### config.mk
export PLATFORM = sky130hd
export DESIGN_NAME = lru_frame_replacer_top
export DESIGN_NICKNAME = d
export VERILOG_FILES = /design/src/design/lfr_pkg.sv /design/src/design/lfr_ram.sv /design/src/design/lfr_ctrl.sv /design/src/design/lfr_datapath.sv /design/src/design/lru_frame_replacer_top.sv
export SDC_FILE = /design/constraint.sdc
export NUM_CORES = 1
export LEC_CHECK = 0
export BUFFER_PORTS_ARGS = -buffer_cell sky130_fd_sc_hd__buf_4
export CAP_MARGIN = 20
export CELL_PAD_IN_SITES_DETAIL_PLACEMENT = 2
export CELL_PAD_IN_SITES_GLOBAL_PLACEMENT = 2
export CORE_MARGIN = 2
export CORE_UTILIZATION = 49
export CTS_BUF_LIST = sky130_fd_sc_hd__clkbuf_8
export DETAILED_ROUTE_END_ITERATION = 16
export PLACE_DENSITY_LB_ADDON = 0.1
export SETUP_SLACK_MARGIN = 0.4
export SLEW_MARGIN = 0
export SYNTH_ARGS = -nofsm -noshare
export SYNTH_HDL_FRONTEND = slang
export SYNTH_HIERARCHICAL = 1
export SYNTH_SLANG_ARGS = --single-unit
### constraint.sdc
create_clock -name i_clk -period 8.61 [get_ports i_clk]
set_input_delay 1.722 -clock i_clk [delete_from_list [all_inputs] [get_ports i_clk]]
set_output_delay 1.722 -clock i_clk [all_outputs]
set_load 0.03 [all_outputs]
### src/design/lfr_pkg.sv
// ============================================================================
// lfr_pkg
// Shared constants, codes and control types of the LRU frame replacer.
// ============================================================================
package lfr_pkg;

    localparam int FRAMES = 64;
    localparam int IDX_W  = $clog2(FRAMES);
    localparam int LEN_W  = $clog2(FRAMES + 1);
    localparam int FID_W  = 6;
    localparam int CMD_W  = 2;
    localparam int CNT_W  = 7;

    localparam logic [CMD_W-1:0] CMD_VICTIM = 2'd0;
    localparam logic [CMD_W-1:0] CMD_PIN    = 2'd1;
    localparam logic [CMD_W-1:0] CMD_UNPIN  = 2'd2;

    localparam logic [LEN_W-1:0] CAP_RESET = LEN_W'(FRAMES);

    typedef enum logic [2:0] {
        ST_IDLE,
        ST_DECODE,
        ST_READ,
        ST_TAIL,
        ST_UPDATE
    } t_state;

    // controller -> datapath
    typedef struct packed {
        logic load;        // capture the accepted item
        logic issue_read;  // read next list entry
        logic update;      // commit marks, length, count and result
    } t_ctl_cmd;

    // datapath -> controller
    typedef struct packed {
        logic need_scan;   // item must walk the recency list
        logic scan_last;   // read address is the last list entry
    } t_dp_stat;

endpackage

### src/design/lfr_ram.sv
// ============================================================================
// lfr_ram
// Generic single-write, single-read RAM with registered read data.
// ============================================================================
module lfr_ram #(
    parameter int WIDTH = 8,
    parameter int DEPTH = 64
) (
    input  logic                     i_clk,
    input  logic                     i_we,
    input  logic [$clog2(DEPTH)-1:0] i_waddr,
    input  logic [WIDTH-1:0]         i_wdata,
    input  logic [$clog2(DEPTH)-1:0] i_raddr,
    output logic [WIDTH-1:0]         o_rdata
);

    logic [WIDTH-1:0] r_mem [DEPTH];
    logic [WIDTH-1:0] r_rdata;

    always_ff @(posedge i_clk) begin
        if (i_we) begin
            r_mem[i_waddr] <= i_wdata;
        end
        r_rdata <= r_mem[i_raddr];
    end

    assign o_rdata = r_rdata;

endmodule

### src/design/lfr_ctrl.sv
// ============================================================================
// lfr_ctrl
// Sequencer: accept, decode, list walk, commit, and output valid.
// ============================================================================
module lfr_ctrl
    import lfr_pkg::*;
(
    input  logic     i_clk,
    input  logic     i_rst_n,
    input  logic     i_in_valid,
    output logic     o_in_ready,
    output logic     o_out_valid,
    input  logic     i_out_ready,
    input  t_dp_stat i_stat,
    output t_ctl_cmd o_cmd
);

    t_state r_state, n_state;
    logic   r_out_valid, n_out_valid;
    logic   can_commit;

    assign can_commit = !r_out_valid || i_out_ready;

    always_ff @(posedge i_clk) begin
        if (!i_rst_n) begin
            r_state     <= ST_IDLE;
            r_out_valid <= 1'b0;
        end else begin
            r_state     <= n_state;
            r_out_valid <= n_out_valid;
        end
    end

    always_comb begin
        n_state = r_state;
        unique case (r_state)
            ST_IDLE: begin
                if (i_in_valid) begin
                    n_state = ST_DECODE;
                end
            end
            ST_DECODE: begin
                n_state = i_stat.need_scan ? ST_READ : ST_UPDATE;
            end
            ST_READ: begin
                if (i_stat.scan_last) begin
                    n_state = ST_TAIL;
                end
            end
            ST_TAIL: begin
                n_state = ST_UPDATE;
            end
            ST_UPDATE: begin
                if (can_commit) begin
                    n_state = ST_IDLE;
                end
            end
            default: begin
                n_state = ST_IDLE;
            end
        endcase
    end

    always_comb begin
        o_cmd       = '0;
        o_in_ready  = 1'b0;
        unique case (r_state)
            ST_IDLE: begin
                o_in_ready = 1'b1;
                o_cmd.load = i_in_valid;
            end
            ST_READ: begin
                o_cmd.issue_read = 1'b1;
            end
            ST_UPDATE: begin
                o_cmd.update = can_commit;
            end
            default: begin
            end
        endcase
    end

    always_comb begin
        if (o_cmd.update) begin
            n_out_valid = 1'b1;
        end else if (i_out_ready) begin
            n_out_valid = 1'b0;
        end else begin
            n_out_valid = r_out_valid;
        end
    end

    assign o_out_valid = r_out_valid;

endmodule

### src/design/lfr_datapath.sv
// ============================================================================
// lfr_datapath
// Recency list RAM, frame marks, counters and the result register.
// ============================================================================
module lfr_datapath
    import lfr_pkg::*;
(
    input  logic             i_clk,
    input  logic             i_rst_n,
    input  t_ctl_cmd         i_cmd,
    output t_dp_stat         o_stat,
    input  logic [CMD_W-1:0] i_command,
    input  logic [FID_W-1:0] i_frame_num,
    input  logic [LEN_W-1:0] i_capacity,
    output logic             o_victim_valid,
    output logic [FID_W-1:0] o_victim_frame,
    output logic [CNT_W-1:0] o_evictable_count
);

    logic [CMD_W-1:0]  r_cmd;
    logic [FID_W-1:0]  r_fid;
    logic [IDX_W-1:0]  r_rd_addr;
    logic              r_pend;
    logic [IDX_W-1:0]  r_pend_idx;
    logic              r_found;
    logic [IDX_W-1:0]  r_vframe;
    logic [LEN_W-1:0]  r_len, n_len;
    logic [FRAMES-1:0] r_tracked, n_tracked;
    logic [FRAMES-1:0] r_evict, n_evict;
    logic [CNT_W-1:0]  r_total, n_total;
    logic              r_o_vvalid;
    logic [FID_W-1:0]  r_o_vframe;
    logic [CNT_W-1:0]  r_o_count;

    logic              ram_we;
    logic [IDX_W-1:0]  ram_waddr;
    logic [IDX_W-1:0]  ram_wdata;
    logic [IDX_W-1:0]  rd_data;

    logic              fid_ok;
    logic [IDX_W-1:0]  fid_idx;
    logic              trk;
    logic              ev;
    logic              match;
    logic              n_vvalid;

    lfr_ram #(
        .WIDTH (IDX_W),
        .DEPTH (FRAMES)
    ) u_order (
        .i_clk   (i_clk),
        .i_we    (ram_we),
        .i_waddr (ram_waddr),
        .i_wdata (ram_wdata),
        .i_raddr (r_rd_addr),
        .o_rdata (rd_data)
    );

    assign fid_ok  = ({1'b0, r_fid} < (FID_W + 1)'(FRAMES));
    assign fid_idx = IDX_W'(r_fid);
    assign trk     = r_tracked[fid_idx];
    assign ev      = r_evict[fid_idx];

    // victim looks for the oldest evictable entry, pin for its own frame
    assign match = (r_cmd == CMD_VICTIM) ? r_evict[rd_data] : (rd_data == fid_idx);

    assign o_stat.need_scan = ((r_cmd == CMD_VICTIM) && (r_len != '0)) ||
                              ((r_cmd == CMD_PIN) && fid_ok && trk);
    assign o_stat.scan_last = ((LEN_W'(r_rd_addr) + LEN_W'(1)) == r_len);

    always_comb begin
        n_len     = r_len;
        n_tracked = r_tracked;
        n_evict   = r_evict;
        n_total   = r_total;
        n_vvalid  = 1'b0;
        // entries behind the removed one slide down by one
        ram_we    = r_pend && r_found;
        ram_waddr = r_pend_idx - IDX_W'(1);
        ram_wdata = rd_data;
        if (i_cmd.update) begin
            case (r_cmd)
                CMD_VICTIM: begin
                    if (r_found) begin
                        n_vvalid           = 1'b1;
                        n_tracked[r_vframe] = 1'b0;
                        n_evict[r_vframe]   = 1'b0;
                        n_len              = r_len - LEN_W'(1);
                        if (r_total != '0) begin
                            n_total = r_total - CNT_W'(1);
                        end
                    end
                end
                CMD_PIN: begin
                    if (fid_ok) begin
                        if (trk) begin
                            if (ev) begin
                                n_evict[fid_idx] = 1'b0;
                                if (r_total != '0) begin
                                    n_total = r_total - CNT_W'(1);
                                end
                            end
                            ram_we    = 1'b1;
                            ram_waddr = IDX_W'(r_len - LEN_W'(1));
                            ram_wdata = fid_idx;
                        end else begin
                            if (r_len < LEN_W'(FRAMES)) begin
                                ram_we    = 1'b1;
                                ram_waddr = IDX_W'(r_len);
                                ram_wdata = fid_idx;
                                n_len     = r_len + LEN_W'(1);
                            end
                            n_tracked[fid_idx] = 1'b1;
                            n_evict[fid_idx]   = 1'b0;
                        end
                    end
                end
                CMD_UNPIN: begin
                    if (fid_ok) begin
                        if (trk) begin
                            if (!ev) begin
                                n_evict[fid_idx] = 1'b1;
                                n_total          = r_total + CNT_W'(1);
                            end
                        end else if (r_len < i_capacity) begin
                            if (r_len < LEN_W'(FRAMES)) begin
                                ram_we    = 1'b1;
                                ram_waddr = IDX_W'(r_len);
                                ram_wdata = fid_idx;
                                n_len     = r_len + LEN_W'(1);
                            end
                            n_tracked[fid_idx] = 1'b1;
                            n_evict[fid_idx]   = 1'b1;
                            n_total            = r_total + CNT_W'(1);
                        end
                    end
                end
                default: begin
                end
            endcase
        end
    end

    // control state
    always_ff @(posedge i_clk) begin
        if (!i_rst_n) begin
            r_len     <= '0;
            r_tracked <= '0;
            r_evict   <= '0;
            r_total   <= '0;
            r_pend    <= 1'b0;
            r_found   <= 1'b0;
            r_rd_addr <= '0;
        end else begin
            r_len     <= n_len;
            r_tracked <= n_tracked;
            r_evict   <= n_evict;
            r_total   <= n_total;
            r_pend    <= i_cmd.issue_read;
            if (i_cmd.load) begin
                r_found   <= 1'b0;
                r_rd_addr <= '0;
            end else begin
                if (i_cmd.issue_read) begin
                    r_rd_addr <= r_rd_addr + IDX_W'(1);
                end
                if (r_pend && !r_found && match) begin
                    r_found <= 1'b1;
                end
            end
        end
    end

    // payload
    always_ff @(posedge i_clk) begin
        if (i_cmd.load) begin
            r_cmd <= i_command;
            r_fid <= i_frame_num;
        end
        r_pend_idx <= r_rd_addr;
        if (r_pend && !r_found && match) begin
            r_vframe <= rd_data;
        end
        if (i_cmd.update) begin
            r_o_vvalid <= n_vvalid;
            r_o_vframe <= n_vvalid ? FID_W'(r_vframe) : '0;
            r_o_count  <= n_total;
        end
    end

    assign o_victim_valid    = r_o_vvalid;
    assign o_victim_frame    = r_o_vframe;
    assign o_evictable_count = r_o_count;

endmodule

### src/design/lru_frame_replacer_top.sv
// ============================================================================
// lru_frame_replacer_top
// LRU frame replacer with pinning: recency list of tracked frames, each
// evictable or pinned; victim, pin and unpin commands; evictable count.
// ============================================================================
//
//  Channel   Dir  Handshake                    Payload
//  --------  ---  ---------------------------  ---------------------------------
//  input     in   i_in_valid / o_in_ready      i_command, i_frame_num
//  result    out  o_out_valid / i_out_ready    o_victim_valid, o_victim_frame,
//                                              o_evictable_count
//  config    in   psel/penable/pwrite, pready  paddr, pwdata, prdata
//
//  Sequence: an item that does not walk the list (unpin, pin of an untracked
//  frame, unused command, victim on an empty list) is accepted, decoded and
//  committed; a victim or a pin of a tracked frame also walks the list: the
//  walk reads one recency list entry per cycle through the RAM's single read
//  port, sliding later entries down through its write port.
//  Reset: synchronous, active low; the list is empty, all marks clear, and
//  capacity_limit returns to 64. No clearing pass is needed.
//  Stalls: one item is in flight at a time. A finished result sits in the
//  output register while the next item is accepted and walks the list; the
//  next commit waits only if that result has still not been taken.
//
//  Register map: capacity_limit at byte address 0 (7 bits).
// ============================================================================
module lru_frame_replacer_top
    import lfr_pkg::*;
(
    input  logic             i_clk,
    input  logic             i_rst_n,
    // input items
    input  logic             i_in_valid,
    output logic             o_in_ready,
    input  logic [CMD_W-1:0] i_command,
    input  logic [FID_W-1:0] i_frame_num,
    // result items
    output logic             o_out_valid,
    input  logic             i_out_ready,
    output logic             o_victim_valid,
    output logic [FID_W-1:0] o_victim_frame,
    output logic [CNT_W-1:0] o_evictable_count,
    // configuration port
    input  logic             psel,
    input  logic             penable,
    input  logic             pwrite,
    input  logic [2:0]       paddr,
    input  logic [31:0]      pwdata,
    output logic [31:0]      prdata,
    output logic             pready
);

    t_ctl_cmd         ctl_cmd;
    t_dp_stat         dp_stat;
    logic [LEN_W-1:0] r_capacity;
    logic             cfg_wr;
    logic             cap_sel;

    // word 0 holds the only register; word 1 reads as zero
    assign cap_sel = (paddr[2] == 1'b0);
    assign cfg_wr  = psel && penable && pwrite && pready;
    assign pready  = 1'b1;

    always_ff @(posedge i_clk) begin
        if (!i_rst_n) begin
            r_capacity <= CAP_RESET;
        end else if (cfg_wr && cap_sel) begin
            r_capacity <= pwdata[LEN_W-1:0];
        end
    end

    assign prdata = cap_sel ? {{(32 - LEN_W){1'b0}}, r_capacity} : 32'd0;

    // sequencer
    lfr_ctrl u_ctrl (
        .i_clk       (i_clk),
        .i_rst_n     (i_rst_n),
        .i_in_valid  (i_in_valid),
        .o_in_ready  (o_in_ready),
        .o_out_valid (o_out_valid),
        .i_out_ready (i_out_ready),
        .i_stat      (dp_stat),
        .o_cmd       (ctl_cmd)
    );

    // list memory, marks, counts, result register
    lfr_datapath u_datapath (
        .i_clk             (i_clk),
        .i_rst_n           (i_rst_n),
        .i_cmd             (ctl_cmd),
        .o_stat            (dp_stat),
        .i_command         (i_command),
        .i_frame_num       (i_frame_num),
        .i_capacity        (r_capacity),
        .o_victim_valid    (o_victim_valid),
        .o_victim_frame    (o_victim_frame),
        .o_evictable_count (o_evictable_count)
    );

endmodule

# Yosys cells after proc, flatten, opt, wreduce, memory -nomap -nowiden
# Memory sizes are Yosys's and may differ from the RTL's. A register that Yosys moved wholly into a read port is not among the register bits.
# Cells that the tools add are included.
[classes]
eq_ne = 18
addsub = 7
n_bitwise = 9
magnitude_cmp = 7
n_reduce_logical = 24
muxes = 73
[ops]
columns = ["op", "count"]
rows = [
  ["$mux W64", 10],
  ["$pmux W64 S3", 2],
  ["$and A64 B64 Y64", 3],
  ["$not A64 Y64", 2],
  ["$or A64 B64 Y64", 2],
  ["$mux W7", 14],
  ["$mux W6", 10],
  ["$pmux W7 S3", 2],
  ["$pmux W6 S2", 2],
  ["$mux W1", 22],
  ["$lt A6 B7 Y1 const B", 3],
  ["$bmux W1 S6", 3],
  ["$pmux W3 S5", 1],
  ["$add A7 B1 Y7 const B", 2],
  ["$reduce_bool A7 Y1", 2],
  ["$sub A7 B1 Y7 const B", 2],
  ["$demux W1 S6", 2],
  ["$ge A6 B1 Y1 const B", 2],
  ["$mux W3", 4],
  ["$reduce_and A6 Y1", 2],
  ["$logic_and A1 B1 Y1", 10],
  ["$ne A2 B2 Y1 const B", 4],
  ["$add A6 B1 Y7 const B", 1],
  ["$eq A7 B7 Y1", 1],
  ["23 further kinds", 30],
]
[totals]
register_bits = 195
in_bits = 50
mem_bits_rw = 384
out_inout_bits = 49
memories = 1
[memory_table]
columns = ["memory", "words", "width", "rd", "rd_clocked_by_memory_dff", "write_ports", "line_no", "source"]
rows = [
  ["u_datapath.u_order.r_mem", 64, 6, 1, 1, 1, "lfr_ram.sv:17", "logic [WIDTH-1:0] r_mem [DEPTH];"],
]

# Depth between registers and ports, before layout
[depth]
depth_word = 9
depth_mapped = 17

# Hierarchy
# The synthesis kept the hierarchy.
[by_module_without_submodules]
columns = ["mod", "n_inst", "cells_per_inst", "area_each_um2"]
rows = [
  ["lfr_ram", 1, 729, 15205.8],
  ["lfr_datapath", 1, 1420, 11949.0],
  ["lru_frame_replacer_top", 1, 66, 556.8],
  ["lfr_ctrl", 1, 22, 206.4],
]

# Least setup slack after synthesis
# No wires, ideal clock.
[synth_path]
kind = "input port to flip-flop"
startpoint = "in i_out_ready"
endpoint = "mem u_datapath/u_order/r_mem[0][5] (netlist bit) (data pin)"
slack_ns = 2.903
cell_stages = 6
path_buffers = 1
arrival_time_ns = 5.006
setup_ns = 0.701
required_ns = 7.909
path_cell_list = "nor2b_1 and2b_1 buf_4 nand2_1 a2bb2oi_1 o21ai_0"
[synth_lines]
columns = ["item", "line_no", "source"]
rows = [
  ["start, declared", "lru_frame_replacer_top.sv:39", "input logic i_out_ready,"],
  ["end, declared", "lfr_ram.sv:17", ""],
]

# Worst setup path after layout
[layout_path]
startpoint = "reg u_datapath.r_fid[2], in the netlist u_datapath/fid_idx[2]"
endpoint = "mem u_datapath/u_order/r_mem[29][0] (netlist bit) (enable)"
[layout_between]
word_cells_on_any_way = 12
cone_classes = "12 x mux"
[layout_lines]
columns = ["item", "line_no", "source"]
rows = [
  ["start, declared", "lfr_datapath.sv:21", "logic [FID_W-1:0] r_fid;"],
  ["start signal, assigned", "lfr_datapath.sv:178", "r_fid <= i_frame_num;"],
  ["$bmux W1 S6 (*)", "lfr_datapath.sv:61", "assign trk = r_tracked[fid_idx];"],
  ["$mux W1 (not written as such) (*)", "lfr_datapath.sv:61", ""],
  ["$mux W6 (on tied branches)", "lfr_datapath.sv:120, lfr_datapath.sv:96", ""],
  ["$pmux W6 S2 (*)", "lfr_datapath.sv:82", "case (r_cmd)"],
  ["$mux W6 (*)", "lfr_datapath.sv:81", "if (i_cmd.update) begin"],
  ["via u_datapath.ram_waddr[2]", "lfr_datapath.sv:36", "logic [IDX_W-1:0] ram_waddr;"],
]
# The timed path passes the listed nets; every way through them passes the cells marked *. The select of a mux whose other input is x is not followed.

==> summary.md <==
| Metric | Value |
|---|---|
| CP Data Arrival Time | a little over 7000 ps |
| Worst slew pin tran | about 1100 ps |
| Final Instance Area | 0.0305 mm^2 |
| Cells after DPL | between 2000 and 3000 |
| Critical R2R Capture | u_datapath/u_order/r_mem[29][0]$_DFFE_PP_ |
| DRT antenna net count | 0 |
| Minimum clock period | 6720 ps |
| Vias in the first global route | between 20000 and 25000 |
| Post-synth EDFFs | 412 |
| I/O Buffers | 45 |
| # Max-Cap Violations | 0 |
| Core area | around 0.056 mm^2 |
| Tightest Hold Check Type | flop to flop |
| Seq pwr share | 0.511 |
| Fin. max-slew vios | 0 |
| Post-DR vias/cell | 6.72 |
| DRT Pass-1 Iters | 5 |
| Sw Ratio | 0.262 |
| Req. time, crit path | ~9000 ps |
| Critical R2R Launch | u_datapath/fid_idx[2]$_DFFE_PP_ |
| Synth Flop Type | edfxtp_1 |
| Max Freq | between 100 and 150 MHz |
| Longest Clk Path Bufs | 3 |
| Rel. slew slack | 0.241 |
| CP max FO | 36 |
| CP bufs+invs | 1 |
| Peak VDD IR | between 0.0002 and 0.0003 V |
| Synth Register Bits | 585 |
| Final HPWL DP | between 50000 and 60000 um |
| RSZ-0062 raised after global routing | false |
| Mapped cell area | around 0.028 mm^2 |
| Sink Count | 585 |
| Ys Warns | 6 |
| Area Growth Syn to Fin | 9.36% |
| CP most frequent cell | nor2_1 |
| Sequential area share after synthesis | 0.567 |
| TritonCTS buffer count | 98 |
| Starting Density | 0.495 |
| Later-pin clock latency in the skew report | roughly 750 ps |
| Die H | between 200 and 250 um |
| H-tree depth | 3 |
| Crit path from | u_datapath/fid_idx[2]$_DFFE_PP_ |
| Setup Skew | between 50 and 60 ps |
| Part of the power in the clock network | 0.431 |
| Pre-CTS setup slack | around 2300 ps |
| Worst-path clk slew | roughly 60 ps |
| Initial antenna violation count | 2 |
| Final wirelength | 101000 um |
| Switch Pwr | between 1.5 and 2 mW |
| Die area | between 0.05 and 0.06 mm^2 |
| CP max stage cell | nor2b_1 |
| Final Hold Violating Endpoints | 0 |
| Reg-to-reg slack, setup | between 1500 and 2000 ps |
| Die width | between 200 and 250 um |
| Hold buffer count at CTS | 0 |
| Delay of the slowest critical-path stage | approximately 830 ps |
| # IOs | 99 |
| Residual DRC | 0 |
| CP Capture Type | flop |
| Routed len/inst | ~33 um |
| Total grt overflow | 0 |
| Nets | 2300 |
| Cts repair resizes | 0 |
| Worst R2R Path Depth | 13 |
| CP delay by family, top | simple AND/OR/NAND/NOR gates |
| Type of origin of the critical path | flop |
| PwrDens | between 150 and 200 mW/mm^2 |
| Ratio of cells with drive above 1 in the final layout | 0.185 |
| WS Path Type | flop to flop |
| PnR worst setup slack | between 1500 and 2000 ps |
| Critical path depth in cells | 13 |
| Status | complete, no violations |
| Crit path capture | u_datapath/u_order/r_mem[29][0]$_DFFE_PP_ |
| Non-Filler Instances | 3071 |
| CTS tree | built |
| Via count | between 20000 and 25000 |
| Post-CTS setup buffers | 0 |
| Final setup violating endpoints | 0 |
| Global-route wire length before repair | ~150000 um |
| Async SR Flop Fraction | 0 |
| Post-DP Area | approximately 0.029 mm^2 |
| CTS root buf | clkbuf_8 |
| Total Routing Usage GR | 0.345 |
| Leakage power | between 9 and 10 nW |
| Part of the power in combinational logic | 0.058 |
| Setup_tns | 0 ps |
| DRT iter0 DRCs | ~1800 |
| Mean Syn Cell Area | about 12 um^2 |
| Cell Chain, Critical Path | buf_4 > nor2b_1 > a22oi_1 > nand3_1 > nand4_1 > nor2_1 > nand3_1 > nor2_1 > a22oi_1 > o22ai_1 > nand3b_1 > or2_1 > nor2_1 |
| Mapped Cells | between 2000 and 2500 |
| Internal power | approximately 4.4 mW |
| Synth cell types | 80 |
| Largest net degree at the start of global routing | 89 |
| Global placer's final weighted congestion | around 0.85 |
| Std-Cell Rows | between 80 and 90 |
| Fin crit share | 0.781 |
-- Yosys cell counts (30+ instances only) --
library cell	instances	area share
nor3_1	61	0.011
mux4_2	135	0.11
a22oi_1	34	0.0091
o31ai_1	31	0.0083
nand2_1	150	0.020
nor2_1	205	0.028
o21ai_0	94	0.017
nand3_1	41	0.0074
a211oi_1	47	0.013
mux2i_1	72	0.026
dfxtp_1	173	0.12
edfxtp_1	412	0.44
a211oi_2	30	0.013
buf_4	39	0.010
a21oi_1	167	0.030
clkbuf_1	115	0.015
inv_1	31	0.0042
-- layout by cell type, fill, tap and decap left out, types with 7 or more instances in the layout --
cell type  instances
inv_1             78
dfxtp_1          170
buf_4             80
nor2_1           204
clkinv_2           8
and2_1            19
edfxtp_1         412
a311oi_1          20
clkinv_1          12
o22ai_1           28
conb_1            26
nand2b_1          16
a22oi_1           34
and2b_2            7
a21o_1             8
nand2_1          150
o21ai_0           93
a21oi_1          167
a211oi_1          47
or3b_2             7
clkbuf_8         104
a31o_2             7
mux4_2           135
a31oi_1           19
and3_1             7
ha_1              16
nand4_1           12
a211oi_2          30
nor3_1            61
xor2_1            12
xnor2_1           15
o31ai_1           31
mux2i_1           72
nand3_1           41
or3_1             16
nor2b_1            8
o211ai_1           9
nand3b_1          16
a311oi_2          10
-- area by class of cell --
type                    count  area (um^2)
fillers                  5329        25900
flip-flops and latches    585        15800
multi-input cells        1431        11100
clock buffers             104         1430
well taps                 756          946
repair buffers             81          606
clock inverters            78          493
inverters                  35          131
diodes                      1         2.50
-- how the worst min path moves through the flow --
| stage | cells past startpoint | startpoint | end | slack, ps |
|---|---|---|---|---|
| CTS | 2 | u_datapath/r_tracked[58]$_SDFFE_PN0P_ | u_datapath/r_tracked[58]$_SDFFE_PN0P_ | 480 |
| floorplan | 0 | u_datapath/r_rd_addr[2]$_SDFFE_PP0P_ | u_datapath/r_pend_idx[2]$_DFF_P_ | 340 |
| finish | 2 | u_datapath/r_tracked[56]$_SDFFE_PN0P_ | u_datapath/r_tracked[56]$_SDFFE_PN0P_ | 480 |
| detailed placement | 2 | r_capacity[4]$_SDFFE_PN0P_ | r_capacity[4]$_SDFFE_PN0P_ | 480 |
| global route | 2 | u_datapath/r_tracked[56]$_SDFFE_PN0P_ | u_datapath/r_tracked[56]$_SDFFE_PN0P_ | 510 |
| global placement | 2 | u_datapath/r_tracked[62]$_SDFFE_PN0P_ | u_datapath/r_tracked[62]$_SDFFE_PN0P_ | 450 |
-- logic make-up after synthesis --
kind of cell / after synthesis / share of synthesized area
buf+inv: 245 / 0.0437
fa+ha+maj: 18 / 0.00807
compound gates: 551 / 0.134
flops: 585 / 0.567
other cells: 2 / 0.000269
mux: 210 / 0.136
xor+xnor: 27 / 0.00847
simple gates: 599 / 0.102
-- sequential cells by signal, indices dropped and copies added (netlist names) --
register and count:
u_datapath/r_cmd 2, u_datapath/r_evict 64, u_datapath/u_order/r_mem 384, u_ctrl/r_state 3, u_datapath/r_tracked 64, u_datapath/o_victim_valid 1
u_datapath/r_len 7, u_datapath/r_pend 1, u_datapath/fid_idx 6, u_datapath/r_found 1, r_capacity 7, u_datapath/o_victim_frame 6
u_datapath/r_vframe 6, u_datapath/o_evictable_count 7, u_datapath/r_pend_idx 6, u_ctrl/o_out_valid 1, u_datapath/r_rd_addr 6, u_datapath/u_order/o_rdata 6
u_datapath/r_total 7
-- power by group through the flow --
stage / combinational (mW) / sequential, mW / clock (mW)
3_3_place_gp: 0.321 / 3.09 / 0
5_1_grt: 0.367 / 3.03 / 2.70
4_1_cts: 0.341 / 3.03 / 2.59
2_1_floorplan: 0.233 / 3.08 / 0
3_5_place_dp: 0.335 / 3.09 / 0
6_report: 0.346 / 3.03 / 2.55
-- stage by stage --
stage               hold slack (ps)  power [mW]   util
floorplan                       344        3.32      -
global placement                449        3.41  0.507
detailed placement              477        3.42  0.507
CTS                             485        5.96  0.541
global route                    507        6.09  0.541
finish                          484        5.93  0.541
-- worst register-to-register path: stages, from the launching register on --
cell and delay (ps):
edfxtp_1 370, buf_4 320, nor2b_1 870, a22oi_1 220, nand3_1 200, nand4_1 370, nor2_1 600, nand3_1 440
nor2_1 480, a22oi_1 160, o22ai_1 810, nand3b_1 420, or2_1 480, nor2_1 630
-- metal layers --
layer | share of wire | track usage | vias up
li1 | - | - | 8592
met1 | 0.40 | 0.440 | 10900
met3 | 0.055 | 0.0543 | 260
met5 | 0 | 0 | -
met4 | 0.039 | 0.140 | 0
met2 | 0.51 | 0.592 | 872
Power figures use the tool's default switching activity.
